===== config.mk =====
export PLATFORM = sky130hd
export DESIGN_NAME = adc_channel_sequencer_flat
export DESIGN_NICKNAME = d
export VERILOG_FILES = /design/src/adcs_pkg.sv /design/src/adcs_if.sv /design/src/adc_channel_sequencer.sv /design/src/adcs_entry_store.sv /design/src/adcs_scan_unit.sv /design/src/flat_wrapper.sv
export SDC_FILE = /design/constraint.sdc
export NUM_CORES = 1
export LEC_CHECK = 0
export BUFFER_PORTS_ARGS = -buffer_cell sky130_fd_sc_hd__buf_4
export CAP_MARGIN = 20
export CORE_MARGIN = 1
export CORE_UTILIZATION = 32
export DETAILED_ROUTE_END_ITERATION = 6
export PLACE_DENSITY_LB_ADDON = 0.25
export SLEW_MARGIN = 5
export SYNTH_ARGS = -nofsm -noshare
export SYNTH_HDL_FRONTEND = slang
export SYNTH_HIERARCHICAL = 1
export SYNTH_SLANG_ARGS = --single-unit
export TNS_END_PERCENT = 1

===== constraint.sdc =====
create_clock -name clk -period 5 [get_ports clk]
set_input_delay 0.5 -clock clk [delete_from_list [all_inputs] [get_ports clk]]
set_output_delay 0.5 -clock clk [all_outputs]
set_load 0.01 [all_outputs]

===== src/adcs_pkg.sv =====
// shared types, codes and helpers for the adc channel sequencer
package adcs_pkg;

	// fixed widths of the register and word fields
	localparam int MODES_W     = 10;
	localparam int SEL_REG_W   = 20;
	localparam int MODE_W      = 2;
	localparam int SEL_W       = 4;
	localparam int CMD_W       = 3;
	localparam int EIDX_W      = 3;
	localparam int SAMPLE_W    = 10;
	localparam int CNT_W       = 16;
	localparam int RUN_W       = 2;
	localparam int CFG_IDX_W   = 2;
	localparam int CFG_DATA_W  = 20;

	// entry count range and default
	localparam int NUM_ENTRIES_DEF = 5;
	localparam int MAX_ENTRIES     = 16;
	localparam int MAX_IDX_W       = 4;
	localparam int MODES_EXT_W     = MODE_W * MAX_ENTRIES;
	localparam int SEL_EXT_W       = SEL_W * MAX_ENTRIES;

	typedef enum logic [CMD_W-1:0] {
		CMD_START = 3'd0,
		CMD_DONE  = 3'd1,
		CMD_TRIG  = 3'd2,
		CMD_ARM   = 3'd3,
		CMD_STOP  = 3'd4,
		CMD_READ  = 3'd5
	} cmd_t;

	typedef enum logic [RUN_W-1:0] {
		RUN_STOPPED  = 2'd0,
		RUN_STARTED  = 2'd1,
		RUN_PENDING  = 2'd2,
		RUN_COMPLETE = 2'd3
	} run_t;

	typedef enum logic [MODE_W-1:0] {
		MODE_OFF     = 2'd0,
		MODE_CONT    = 2'd1,
		MODE_ONESHOT = 2'd2,
		MODE_RSVD    = 2'd3
	} mode_t;

	typedef enum logic [CFG_IDX_W-1:0] {
		REG_MODES    = 2'd0,
		REG_CHANNELS = 2'd1,
		REG_TRIGGERS = 2'd2
	} reg_t;

	localparam logic [SEL_W-1:0] TRIG_IMMEDIATE = 4'h0;
	localparam logic [SEL_W-1:0] SEL_MASK       = 4'hF;

	// write strobes from the sequencer to the entry store
	typedef struct packed {
		logic                 store_en;
		logic [MAX_IDX_W-1:0] store_idx;
		logic                 arm_en;
		logic [MAX_IDX_W-1:0] arm_idx;
	} store_ctl_t;

	// outcome of one step of the scan unit
	typedef struct packed {
		logic [MAX_IDX_W-1:0] nxt_idx;
		logic                 wrap;
		logic                 eligible;
		logic [SEL_W-1:0]     chan;
		logic [SEL_W-1:0]     trig;
	} scan_res_t;

endpackage


===== src/adcs_if.sv =====
// valid/ready channel interfaces of the adc channel sequencer
interface adcs_in_if
	import adcs_pkg::*;
();
	logic                valid;
	logic                ready;
	logic [CMD_W-1:0]    command;
	logic [EIDX_W-1:0]   entry_index;
	logic [SAMPLE_W-1:0] sample;

	modport source (output valid, command, entry_index, sample, input ready);
	modport sink (input valid, command, entry_index, sample, output ready);
endinterface

interface adcs_out_if
	import adcs_pkg::*;
();
	logic                valid;
	logic                ready;
	logic                conversion_setup;
	logic [SEL_W-1:0]    channel_select;
	logic [SEL_W-1:0]    trigger_select;
	logic [EIDX_W-1:0]   current_index;
	logic [RUN_W-1:0]    converter_state;
	logic [SAMPLE_W-1:0] read_value;
	logic                read_sampled;
	logic                read_armed;
	logic [CNT_W-1:0]    conversions_done;
	logic [CNT_W-1:0]    full_cycles;

	modport source (
		output valid, conversion_setup, channel_select, trigger_select, current_index,
		       converter_state, read_value, read_sampled, read_armed, conversions_done,
		       full_cycles,
		input  ready
	);
	modport sink (
		input  valid, conversion_setup, channel_select, trigger_select, current_index,
		       converter_state, read_value, read_sampled, read_armed, conversions_done,
		       full_cycles,
		output ready
	);
endinterface

interface adcs_cfg_if
	import adcs_pkg::*;
();
	logic                  valid;
	logic                  ready;
	logic [CFG_IDX_W-1:0]  index;
	logic [CFG_DATA_W-1:0] data;

	modport source (output valid, index, data, input ready);
	modport sink (input valid, index, data, output ready);
endinterface


===== src/adc_channel_sequencer.sv =====
// top level of the adc channel sequencer: command sequencer, counters and result register
//
// Round-robin conversion scheduler over NUM_ENTRIES measurement entries. Each
// word on the command channel gives exactly one result word. Start words, and
// conversion-done words while a conversion runs, run a scan that walks the
// entries one per clock through a single shared step unit (increment with
// wrap, mode/arm test, channel and trigger pick), starting after the current
// index and checking the current entry last; it stops at the first eligible
// entry or after a full lap. Trigger, arm, stop, read and ignored commands go
// from idle straight to the done state; a scan passes through the scan state,
// one step per entry visited, before it. In the done state the result is
// loaded into the output register as soon as that is free. The command
// channel is not ready while a word is in work. A loaded result waits in the
// output register and the next command word may be taken meanwhile; a second
// result waits until the first one is taken. Configuration writes are always
// ready and must only be made while no command is in work. No clearing pass
// follows reset.
module adc_channel_sequencer
	import adcs_pkg::*;
#(
	parameter int NUM_ENTRIES = NUM_ENTRIES_DEF
) (
	input  logic  clk,
	input  logic  arst_n,
	adcs_in_if.sink    in,
	adcs_out_if.source out,
	adcs_cfg_if.sink   cfg
);

	localparam int IDX_W = $clog2(NUM_ENTRIES);
	localparam int IDX_CMP_W = MAX_IDX_W + 1;
	localparam logic [IDX_CMP_W-1:0] NUM_ENTRIES_C = IDX_CMP_W'(NUM_ENTRIES);

	// sequencer states
	typedef enum logic [2:0] {
		ST_IDLE = 3'b001,
		ST_SCAN = 3'b010,
		ST_DONE = 3'b100
	} seq_state_t;

	seq_state_t state_q;

	// configuration registers
	logic [MODES_W-1:0]   modes_q;
	logic [SEL_REG_W-1:0] channels_q;
	logic [SEL_REG_W-1:0] triggers_q;

	// scheduler state and counters
	logic [IDX_W-1:0] sched_q;
	logic [IDX_W-1:0] scan_idx_q;
	run_t             run_q;
	logic [CNT_W-1:0] done_cnt_q;
	logic [CNT_W-1:0] cycle_cnt_q;

	// result being built for the current word
	logic                res_setup_q;
	logic [SEL_W-1:0]    res_chan_q;
	logic [SEL_W-1:0]    res_trig_q;
	logic [SAMPLE_W-1:0] res_rd_value_q;
	logic                res_rd_sampled_q;
	logic                res_rd_armed_q;

	// output register
	logic                out_valid_q;
	logic                out_setup_q;
	logic [SEL_W-1:0]    out_chan_q;
	logic [SEL_W-1:0]    out_trig_q;
	logic [EIDX_W-1:0]   out_index_q;
	logic [RUN_W-1:0]    out_state_q;
	logic [SAMPLE_W-1:0] out_rd_value_q;
	logic                out_rd_sampled_q;
	logic                out_rd_armed_q;
	logic [CNT_W-1:0]    out_done_q;
	logic [CNT_W-1:0]    out_cycles_q;

	logic                   in_fire;
	logic                   out_load;
	logic [IDX_CMP_W-1:0]   in_idx_ext;
	logic                   in_idx_ok;
	logic [IDX_W-1:0]       in_idx;
	store_ctl_t             store_ctl;
	logic [SAMPLE_W-1:0]    rd_value;
	logic                   rd_sampled;
	logic                   rd_armed;
	logic [NUM_ENTRIES-1:0] armed;
	scan_res_t              step;
	logic [IDX_W-1:0]       step_idx;

	assign in.ready  = (state_q == ST_IDLE);
	assign in_fire   = in.valid && in.ready;
	assign cfg.ready = 1'b1;

	// addressed entry of arm and read; out of range arms nothing, reads zeros
	assign in_idx_ext = IDX_CMP_W'(in.entry_index);
	assign in_idx_ok  = (in_idx_ext < NUM_ENTRIES_C);
	assign in_idx     = in_idx_ext[IDX_W-1:0];

	// conversion done stores the sample at the current entry before the scan
	always_comb begin
		store_ctl           = '0;
		store_ctl.store_idx = MAX_IDX_W'(sched_q);
		store_ctl.arm_idx   = MAX_IDX_W'(in_idx);
		if (in_fire) begin
			store_ctl.store_en = (in.command == CMD_DONE) && (run_q == RUN_STARTED);
			store_ctl.arm_en   = (in.command == CMD_ARM) && in_idx_ok;
		end
	end

	adcs_entry_store #(
		.NUM_ENTRIES (NUM_ENTRIES),
		.IDX_W       (IDX_W)
	) u_store (
		.clk        (clk),
		.arst_n     (arst_n),
		.ctl        (store_ctl),
		.sample     (in.sample),
		.rd_idx     (in_idx),
		.rd_value   (rd_value),
		.rd_sampled (rd_sampled),
		.rd_armed   (rd_armed),
		.armed      (armed)
	);

	adcs_scan_unit #(
		.NUM_ENTRIES (NUM_ENTRIES),
		.IDX_W       (IDX_W)
	) u_scan (
		.idx      (scan_idx_q),
		.modes    (modes_q),
		.channels (channels_q),
		.triggers (triggers_q),
		.armed    (armed),
		.res      (step)
	);

	assign step_idx = step.nxt_idx[IDX_W-1:0];

	// result register is free when empty or being taken this cycle
	assign out_load = (state_q == ST_DONE) && (!out_valid_q || out.ready);

	// configuration writes
	always_ff @(posedge clk or negedge arst_n) begin
		if (!arst_n) begin
			modes_q    <= '0;
			channels_q <= '0;
			triggers_q <= '0;
		end else if (cfg.valid) begin
			case (cfg.index)
				REG_MODES:    modes_q    <= cfg.data[MODES_W-1:0];
				REG_CHANNELS: channels_q <= cfg.data[SEL_REG_W-1:0];
				REG_TRIGGERS: triggers_q <= cfg.data[SEL_REG_W-1:0];
				default: ;
			endcase
		end
	end

	// command sequencer
	always_ff @(posedge clk or negedge arst_n) begin
		if (!arst_n) begin
			state_q     <= ST_IDLE;
			sched_q     <= '0;
			scan_idx_q  <= '0;
			run_q       <= RUN_STOPPED;
			done_cnt_q  <= '0;
			cycle_cnt_q <= '0;
		end else begin
			case (state_q)
				ST_IDLE: begin
					if (in_fire) begin
						scan_idx_q <= sched_q;
						case (in.command)
							CMD_START: begin
								done_cnt_q  <= '0;
								cycle_cnt_q <= '0;
								state_q     <= ST_SCAN;
							end
							CMD_DONE: begin
								// ignored unless a conversion is running
								if (run_q == RUN_STARTED) begin
									done_cnt_q <= done_cnt_q + 1'b1;
									state_q    <= ST_SCAN;
								end else begin
									state_q <= ST_DONE;
								end
							end
							CMD_TRIG: begin
								if (run_q == RUN_PENDING) begin
									run_q <= RUN_STARTED;
								end
								state_q <= ST_DONE;
							end
							CMD_STOP: begin
								run_q   <= RUN_STOPPED;
								state_q <= ST_DONE;
							end
							default: state_q <= ST_DONE;
						endcase
					end
				end
				ST_SCAN: begin
					// one entry per cycle; current entry is the last one visited
					scan_idx_q <= step_idx;
					if (step.wrap) begin
						cycle_cnt_q <= cycle_cnt_q + 1'b1;
					end
					if (step.eligible) begin
						sched_q <= step_idx;
						run_q   <= (step.trig == TRIG_IMMEDIATE) ? RUN_STARTED : RUN_PENDING;
						state_q <= ST_DONE;
					end else if (step_idx == sched_q) begin
						run_q   <= RUN_STOPPED;
						state_q <= ST_DONE;
					end
				end
				ST_DONE: begin
					if (out_load) begin
						state_q <= ST_IDLE;
					end
				end
				default: state_q <= ST_IDLE;
			endcase
		end
	end

	// per-word result fields
	always_ff @(posedge clk) begin
		if (in_fire) begin
			res_setup_q <= 1'b0;
			res_chan_q  <= '0;
			res_trig_q  <= '0;
			if ((in.command == CMD_READ) && in_idx_ok) begin
				res_rd_value_q   <= rd_value;
				res_rd_sampled_q <= rd_sampled;
				res_rd_armed_q   <= rd_armed;
			end else begin
				res_rd_value_q   <= '0;
				res_rd_sampled_q <= 1'b0;
				res_rd_armed_q   <= 1'b0;
			end
		end else if ((state_q == ST_SCAN) && step.eligible) begin
			res_setup_q <= 1'b1;
			res_chan_q  <= step.chan;
			res_trig_q  <= step.trig;
		end
	end

	// output register
	always_ff @(posedge clk or negedge arst_n) begin
		if (!arst_n) begin
			out_valid_q <= 1'b0;
		end else if (out_load) begin
			out_valid_q <= 1'b1;
		end else if (out.ready) begin
			out_valid_q <= 1'b0;
		end
	end

	always_ff @(posedge clk) begin
		if (out_load) begin
			out_setup_q      <= res_setup_q;
			out_chan_q       <= res_chan_q;
			out_trig_q       <= res_trig_q;
			out_index_q      <= EIDX_W'(sched_q);
			out_state_q      <= run_q;
			out_rd_value_q   <= res_rd_value_q;
			out_rd_sampled_q <= res_rd_sampled_q;
			out_rd_armed_q   <= res_rd_armed_q;
			out_done_q       <= done_cnt_q;
			out_cycles_q     <= cycle_cnt_q;
		end
	end

	assign out.valid            = out_valid_q;
	assign out.conversion_setup = out_setup_q;
	assign out.channel_select   = out_chan_q;
	assign out.trigger_select   = out_trig_q;
	assign out.current_index    = out_index_q;
	assign out.converter_state  = out_state_q;
	assign out.read_value       = out_rd_value_q;
	assign out.read_sampled     = out_rd_sampled_q;
	assign out.read_armed       = out_rd_armed_q;
	assign out.conversions_done = out_done_q;
	assign out.full_cycles      = out_cycles_q;

endmodule


===== src/adcs_entry_store.sv =====
// per-entry sample value, sampled flag and arm flag
module adcs_entry_store
	import adcs_pkg::*;
#(
	parameter int NUM_ENTRIES = NUM_ENTRIES_DEF,
	parameter int IDX_W       = $clog2(NUM_ENTRIES)
) (
	input  logic                   clk,
	input  logic                   arst_n,
	input  store_ctl_t             ctl,
	input  logic [SAMPLE_W-1:0]    sample,
	input  logic [IDX_W-1:0]       rd_idx,
	output logic [SAMPLE_W-1:0]    rd_value,
	output logic                   rd_sampled,
	output logic                   rd_armed,
	output logic [NUM_ENTRIES-1:0] armed
);

	logic [SAMPLE_W-1:0]    value_q [NUM_ENTRIES];
	logic [NUM_ENTRIES-1:0] sampled_q;
	logic [NUM_ENTRIES-1:0] armed_q;
	logic [IDX_W-1:0]       st_idx;
	logic [IDX_W-1:0]       arm_idx;

	assign st_idx  = ctl.store_idx[IDX_W-1:0];
	assign arm_idx = ctl.arm_idx[IDX_W-1:0];

	always_ff @(posedge clk or negedge arst_n) begin
		if (!arst_n) begin
			for (int i = 0; i < NUM_ENTRIES; i++) begin
				value_q[i] <= '0;
			end
			sampled_q <= '0;
			armed_q   <= '0;
		end else begin
			if (ctl.store_en) begin
				value_q[st_idx]   <= sample;
				sampled_q[st_idx] <= 1'b1;
				armed_q[st_idx]   <= 1'b0;
			end
			if (ctl.arm_en) begin
				armed_q[arm_idx] <= 1'b1;
			end
		end
	end

	assign rd_value   = value_q[rd_idx];
	assign rd_sampled = sampled_q[rd_idx];
	assign rd_armed   = armed_q[rd_idx];
	assign armed      = armed_q;

endmodule


===== src/adcs_scan_unit.sv =====
// one scan step: advance the index with wrap, test eligibility, pick selects
module adcs_scan_unit
	import adcs_pkg::*;
#(
	parameter int NUM_ENTRIES = NUM_ENTRIES_DEF,
	parameter int IDX_W       = $clog2(NUM_ENTRIES)
) (
	input  logic [IDX_W-1:0]       idx,
	input  logic [MODES_W-1:0]     modes,
	input  logic [SEL_REG_W-1:0]   channels,
	input  logic [SEL_REG_W-1:0]   triggers,
	input  logic [NUM_ENTRIES-1:0] armed,
	output scan_res_t              res
);

	localparam logic [IDX_W-1:0] LAST_IDX = IDX_W'(NUM_ENTRIES - 1);

	logic [IDX_W-1:0]       nxt;
	logic                   wrap;
	logic [MODES_EXT_W-1:0] modes_ext;
	logic [SEL_EXT_W-1:0]   chan_ext;
	logic [SEL_EXT_W-1:0]   trig_ext;
	logic [MODE_W-1:0]      mode;

	// entries past a register's width read as zero
	assign modes_ext = MODES_EXT_W'(modes);
	assign chan_ext  = SEL_EXT_W'(channels);
	assign trig_ext  = SEL_EXT_W'(triggers);

	assign wrap = (idx == LAST_IDX);
	assign nxt  = wrap ? '0 : idx + 1'b1;
	assign mode = modes_ext[MODE_W*nxt +: MODE_W];

	always_comb begin
		res          = '0;
		res.nxt_idx  = MAX_IDX_W'(nxt);
		res.wrap     = wrap;
		res.eligible = (mode == MODE_CONT) || ((mode == MODE_ONESHOT) && armed[nxt]);
		res.chan     = chan_ext[SEL_W*nxt +: SEL_W] & SEL_MASK;
		res.trig     = trig_ext[SEL_W*nxt +: SEL_W] & SEL_MASK;
	end

endmodule


===== src/flat_wrapper.sv =====
// flat-port wrapper written by rule: the top's interface ports become plain ports
module adc_channel_sequencer_flat import adcs_pkg::*;
#(
	parameter int NUM_ENTRIES = NUM_ENTRIES_DEF
)
  (clk, arst_n, in_valid, in_command, in_entry_index, in_sample, in_ready, out_valid, out_conversion_setup, out_channel_select, out_trigger_select, out_current_index, out_converter_state, out_read_value, out_read_sampled, out_read_armed, out_conversions_done, out_full_cycles, out_ready, cfg_valid, cfg_index, cfg_data, cfg_ready);
  adcs_in_if in_i ();
  adcs_out_if out_i ();
  adcs_cfg_if cfg_i ();
  input  logic clk;
  input  logic arst_n;
  input wire logic [$bits(in_i.valid)-1:0] in_valid;
  input wire logic [$bits(in_i.command)-1:0] in_command;
  input wire logic [$bits(in_i.entry_index)-1:0] in_entry_index;
  input wire logic [$bits(in_i.sample)-1:0] in_sample;
  output wire logic [$bits(in_i.ready)-1:0] in_ready;
  output wire logic [$bits(out_i.valid)-1:0] out_valid;
  output wire logic [$bits(out_i.conversion_setup)-1:0] out_conversion_setup;
  output wire logic [$bits(out_i.channel_select)-1:0] out_channel_select;
  output wire logic [$bits(out_i.trigger_select)-1:0] out_trigger_select;
  output wire logic [$bits(out_i.current_index)-1:0] out_current_index;
  output wire logic [$bits(out_i.converter_state)-1:0] out_converter_state;
  output wire logic [$bits(out_i.read_value)-1:0] out_read_value;
  output wire logic [$bits(out_i.read_sampled)-1:0] out_read_sampled;
  output wire logic [$bits(out_i.read_armed)-1:0] out_read_armed;
  output wire logic [$bits(out_i.conversions_done)-1:0] out_conversions_done;
  output wire logic [$bits(out_i.full_cycles)-1:0] out_full_cycles;
  input wire logic [$bits(out_i.ready)-1:0] out_ready;
  input wire logic [$bits(cfg_i.valid)-1:0] cfg_valid;
  input wire logic [$bits(cfg_i.index)-1:0] cfg_index;
  input wire logic [$bits(cfg_i.data)-1:0] cfg_data;
  output wire logic [$bits(cfg_i.ready)-1:0] cfg_ready;
  assign in_i.valid = in_valid;
  assign in_i.command = in_command;
  assign in_i.entry_index = in_entry_index;
  assign in_i.sample = in_sample;
  assign in_ready = in_i.ready;
  assign out_valid = out_i.valid;
  assign out_conversion_setup = out_i.conversion_setup;
  assign out_channel_select = out_i.channel_select;
  assign out_trigger_select = out_i.trigger_select;
  assign out_current_index = out_i.current_index;
  assign out_converter_state = out_i.converter_state;
  assign out_read_value = out_i.read_value;
  assign out_read_sampled = out_i.read_sampled;
  assign out_read_armed = out_i.read_armed;
  assign out_conversions_done = out_i.conversions_done;
  assign out_full_cycles = out_i.full_cycles;
  assign out_i.ready = out_ready;
  assign cfg_i.valid = cfg_valid;
  assign cfg_i.index = cfg_index;
  assign cfg_i.data = cfg_data;
  assign cfg_ready = cfg_i.ready;
  adc_channel_sequencer #(.NUM_ENTRIES(NUM_ENTRIES)) u_core (.clk(clk), .arst_n(arst_n), .in(in_i), .out(out_i), .cfg(cfg_i));
endmodule

==> impl_metrics.env, run 1 <==
export IMPL_die_area_mm2=0.0321
export IMPL_hold_worst_slack_ps=29.9
export IMPL_die_h_um=179
export IMPL_nNetsFinal=911
export IMPL_tightest_slew_ps=1080
export IMPL_worstPathRequired_ps=5470
export IMPL_cap_violations=0
export IMPL_area_delta_synth_final_pct=20.0
export IMPL_dr_pass1_iters=7
export IMPL_path_class="flop to flop"
export IMPL_antenna_found_initial=1
export IMPL_ctsRootBufferMaster="clkbuf_16"
export IMPL_io_buffers=102
export IMPL_final_hold_viol_count=0
export IMPL_rsz0062_at_grt="no"
export IMPL_outcome="finished with violations"
export IMPL_cts_made_buffers=25
export IMPL_rr_startpoint="u_core/scan_idx_q[0]"
export IMPL_clk_pin_slew_worst_paths_ps=60
export IMPL_drc_errors=18
export IMPL_max_slew_margin_rel_pct=27.8
export IMPL_antenna_cells=0
export IMPL_grt_pass1_vias=6141
export IMPL_clk_insertion_delay_late_ps=530
export IMPL_post_route_period_util_pct=68.2
export IMPL_wl_per_cell_um=16.7
export IMPL_vias=6134
export IMPL_reg2reg_to="u_core/run_q[0]"
export IMPL_grt_usage_pct=13.7
export IMPL_grt_max_degree=80
export IMPL_drt_wl_total_um=21400
export IMPL_dp_hpwl_um=14600
export IMPL_initial_core_util_pct=32.7
export IMPL_startpoint_type="flop"
export IMPL_setup_tns_ps=0
export IMPL_syn_area_mm2=0.0100
export IMPL_cts_setup_buffers=0
export IMPL_synth_yosys_warnings=6
export IMPL_cp_data_arrival_time_ps=3880
export IMPL_syn_nets=805
export IMPL_worst_path_max_fanout=17
export IMPL_cts_hold_fix_buffers=0
export IMPL_violations="DRC"
export IMPL_drv_slew=0
export IMPL_pwr_density_cell_mw_per_mm2=446
export IMPL_grt_pass1_wl_um=34400
export IMPL_overflow=0
export IMPL_htreeDepth=1
export IMPL_ant_nets=0
export IMPL_core_area_mm2=0.0307
export IMPL_hold_class="input port to async pin"
export IMPL_nFillCells=2961
export IMPL_via_per_inst=4.80
export IMPL_fmax_mhz=293
export IMPL_vdd_drop_max_v=0.000227
export IMPL_cts_resized=0
export IMPL_p_leak_nw=5.39
export IMPL_num_rows=64
export IMPL_r2r_slack_ps=1590
export IMPL_fin_worst_skew_ps=21.1
export IMPL_syn_inst=758
export IMPL_drive_gt1_share_pct=27.4
export IMPL_dieWidth_um=179
export IMPL_pin_count=104
export IMPL_period_minus_slack_ps=3410
export IMPL_r2r_cells=10
export IMPL_clock_sinks=233
export IMPL_setup_viol_count_final=0
export IMPL_drtIter0Drc=351
export IMPL_syn_area_per_cell_um2=13.3
export IMPL_endpoint_kind="flop"
export IMPL_clk_path_buf_depth=3
export IMPL_cts_tree="yes"
export IMPL_place_gp_congestion=0.768
## registers in the layout, summed over array words and instances (netlist names), 2 cells and up
signal / cells
u_core/state_q: 3
u_core/out.current_index: 3
u_core/out.conversions_done: 16
u_core/cycle_cnt_q: 16
u_core/res_rd_value_q: 10
u_core/out.full_cycles: 16
u_core/triggers_q: 20
u_core/u_store/value_q: 50
u_core/out.channel_select: 4
u_core/done_cnt_q: 16
u_core/out.read_value: 10
u_core/run_q: 2
u_core/scan_idx_q: 3
u_core/channels_q: 20
u_core/u_store/sampled_q: 5
u_core/modes_q: 10
u_core/res_chan_q: 4
u_core/u_store/armed: 5
u_core/out.converter_state: 2
u_core/res_trig_q: 4
u_core/sched_q: 3
u_core/out.trigger_select: 4
## cells in the final DEF (no fill, tap or decap), types with 16 or more instances in the layout
master and instances:
a21oi_1 16, and2_1 16, buf_4 110, clkbuf_16 25, dfrtp_1 153, edfxtp_1 70
mux2_1 43, mux2_2 65, mux2i_1 33, nand2_1 66, nor2_1 50, xor2_1 23
## worst max-delay path, stage by stage, from the launching register on
cell and delay, ps:
dfrtp_1 500, inv_1 140, ha_1 320, a21oi_2 850
buf_4 290, mux2i_1 190, o221ai_1 220, nor4_1 460
nand3_1 130, o21ai_0 90, mux2_2 160
## power breakdown
part           internal [mW]  switching [mW]  leakage (nW)  total [mW]
Sequential              2.27           0.177          2.73        2.45
Clock                   1.17           0.751         0.420        1.92
Combinational          0.445           0.559          2.24        1.00
## layout make-up
| cell class | count | area [um2] | area share, % |
|---|---|---|---|
| Multi-Input combinational cell | 478 | 3650 | 30.3 |
| Sequential cell | 233 | 6140 | 50.9 |
| Clock inverter | 13 | 174 | 1.44 |
| Tap cell | 396 | 495 | 4.11 |
| Inverter | 13 | 48.8 | 0.405 |
| Clock buffer | 33 | 686 | 5.69 |
| Timing Repair Buffer | 113 | 867 | 7.19 |
## worst max path at each step
stage / slack [ps] / end / start / depth (start not counted)
after CTS: 1580 / u_core/run_q[0] / u_core/scan_idx_q[0] / 10
after floorplan: 2420 / u_core/run_q[0] / u_core/scan_idx_q[0] / 10
after global placement: 1610 / u_core/run_q[0] / u_core/scan_idx_q[0] / 10
final: 1590 / u_core/run_q[0] / u_core/scan_idx_q[0] / 10
after global routing: 1320 / u_core/run_q[0] / u_core/scan_idx_q[0] / 10
after detailed placement: 1550 / u_core/u_store/value_q[12] / in_valid / 7
## metrics by stage
step                cells  util, %  power [mW]  instance area [um2]  worst slack (ps)
finish               1279     39.2        5.38                12100              1590
global route         1279     39.2        5.64                12100              1320
CTS                  1277     39.1        5.44                12000              1580
detailed placement   1231     36.3        3.49                11200              1550
global placement     1231     36.3        3.47                11200              1610
floorplan             758        -        3.13                10000              2420
## routing by layer
layer	track usage [%]	share of wire, %
met2	20.7	44
met1	19.2	47
met5	0	0.061
met4	3.92	2.2
met3	3.46	6.7
Note: power is estimated with default switching activity, not from simulation.
==> run 2, diff against run 1 <==
Clock period 5 ns to 3.4 ns, I/O delays scaled along.
==> run 2 against run 1 <==
Against the previous run: the flow still finishes with violations (DRC); clock skew decreased by 13 ps; maximum frequency increased by 18%; first-iteration DRC count increased by 9.4%; critical path depth unchanged; critical endpoint unchanged; highest routed layer is now met4.
==> impl_metrics.env, run 2 (synthesized netlist as in run 1, its figures left out) <==
export IMPL_outcome="finished with violations"
export IMPL_violations="DRC"
export IMPL_htreeDepth=1
export IMPL_cp_slowest_cell="nor4_1"
export IMPL_io_buffers=102
export IMPL_crit_family="simple AND/OR/NAND/NOR gates"
export IMPL_fin_worst_skew_ps=7.81
export IMPL_drv_slew=0
export IMPL_dp_slack_ps=533
export IMPL_top_register="u_core/u_store/value_q"
export IMPL_biggestRegsByFlops="u_core/u_store/value_q x50, u_core/channels_q x20, u_core/triggers_q x20"
export IMPL_antenna_found_initial=0
export IMPL_ctsRootBufferMaster="clkbuf_16"
export IMPL_cts_resized=0
export IMPL_ant_nets=0
export IMPL_busiest_layer="met2"
export IMPL_clk_pin_slew_worst_paths_ps=60
export IMPL_worstPathRequired_ps=3870
export IMPL_worst_path_max_fanout=20
export IMPL_use_met2_pct=21.1
export IMPL_drt_wl_total_um=21800
export IMPL_max_slew_margin_rel_pct=27.8
export IMPL_mostFrequentLayoutCell="dfrtp_1"
export IMPL_use_met1_pct=19.9
export IMPL_tightest_slew_ps=1080
export IMPL_setup_tns_ps=0
export IMPL_p_leak_nw=5.45
export IMPL_path_class="flop to flop"
export IMPL_cts_made_buffers=26
export IMPL_grt_max_degree=83
export IMPL_period_minus_slack_ps=2890
export IMPL_cts_hold_fix_buffers=1
export IMPL_dieWidth_um=179
export IMPL_largest_register_ffs=50
export IMPL_fmax_mhz=346
export IMPL_die_area_mm2=0.0321
export IMPL_antenna_cells=0
export IMPL_core_area_mm2=0.0307
export IMPL_cts_tree="yes"
export IMPL_clk_insertion_delay_late_ps=520
export IMPL_dr_pass1_iters=6
export IMPL_worst_slack_ps=509
export IMPL_clock_sinks=233
export IMPL_pwr_density_cell_mw_per_mm2=655
export IMPL_post_route_period_util_pct=85.0
export IMPL_crit_buf_inv=2
export IMPL_initial_core_util_pct=32.7
export IMPL_layout_common_cells="dfrtp_1 (153), buf_4 (117), edfxtp_1 (70), nand2_1 (66), mux2_2 (65)"
export IMPL_pin_count=104
export IMPL_cts_setup_buffers=0
export IMPL_drive_gt1_share_pct=27.5
export IMPL_startpoint_type="flop"
export IMPL_setup_viol_count_final=0
export IMPL_num_rows=64
export IMPL_grt_usage_pct=13.9
export IMPL_final_hold_viol_count=0
export IMPL_die_h_um=179
export IMPL_dp_hpwl_um=14800
export IMPL_wl_per_cell_um=16.9
export IMPL_rsz0062_at_grt="no"
export IMPL_grt_pass1_wl_um=34600
export IMPL_cap_violations=0
export IMPL_area_delta_synth_final_pct=21.3
export IMPL_grt_pass1_vias=6083
export IMPL_cp_data_arrival_time_ps=3360
export IMPL_drc_errors=18
export IMPL_endpoint_kind="flop"
export IMPL_drtIter0Drc=384
export IMPL_vdd_drop_max_v=0.000365
export IMPL_overflow=0
export IMPL_nFillCells=2929
export IMPL_nNetsFinal=921
export IMPL_via_per_inst=4.76
export IMPL_path_cells="inv_1 > ha_1 > a21oi_2 > buf_4 > mux2i_1 > o221ai_1 > nor4_1 > nand3_1 > o21ai_0 > mux2_2"
export IMPL_vias=6143
export IMPL_clk_path_buf_depth=3
export IMPL_place_gp_congestion=0.765
export IMPL_slowest_delay_ps=570
export IMPL_use_met3_pct=2.95
export IMPL_hold_class="input port to flop"
run 2: stage by stage:
stage	util (%)	hold slack (ps)	area, um2	total power, mW	std cells
global route	39.6	49.2	12200	8.39	1290
floorplan	-	44.4	10000	4.60	758
finish	39.6	58.8	12200	7.97	1290
detailed placement	36.6	199	11300	5.19	1240
global placement	36.6	202	11300	5.16	1240
CTS	39.5	40.5	12200	8.09	1289
run 2: report_power, final:
group	switching [mW]	internal (mW)	leakage [nW]
Combinational	0.813	0.701	2.30
Sequential	0.267	3.34	2.73
Clock	1.08	1.77	0.423
Total	2.16	5.81	5.45
run 2: path summary, 6_finish.rpt:
check	start	end	slack (ps)	cells after the start
worst max-delay path	u_core/scan_idx_q[0]	u_core/run_q[0]	510	10
worst min register to register	u_core/res_rd_armed_q	u_core/out.read_armed	420	0
min in group asynchronous	arst_n	u_core/done_cnt_q[12]	230	2
worst max register to register	u_core/scan_idx_q[0]	u_core/run_q[0]	510	10
max in group asynchronous	arst_n	u_core/modes_q[8]	2210	3
worst min-delay path	cfg_data[16]	u_core/channels_q[16]	60	2
run 2: routing by layer:
metal | vias to the layer above | routed length, um
li1 | 2959 | -
met1 | 3025 | 10700
met2 | 128 | 9460
met3 | 31 | 1190
met4 | 0 | 400
met5 | - | 0
run 2: worst reg2reg max path, stage by stage (launching register included):
cell      delay, ps
dfrtp_1         490
inv_1           150
ha_1            320
a21oi_2         160
buf_4           310
mux2i_1         260
o221ai_1        200
nor4_1          570
nand3_1         130
o21ai_0          90
mux2_2          160
run 2: area by class of cell:
cell class                 count  area (um2)  share of cell area [%]
clock buffer                  34         712                    5.84
timing repair buffer         122         967                    7.94
clock inverter                14         171                    1.41
inverter                      13        48.8                   0.401
multi-input combinational    478        3650                    30.0
tap                          396         495                    4.07
sequential                   233        6140                    50.4
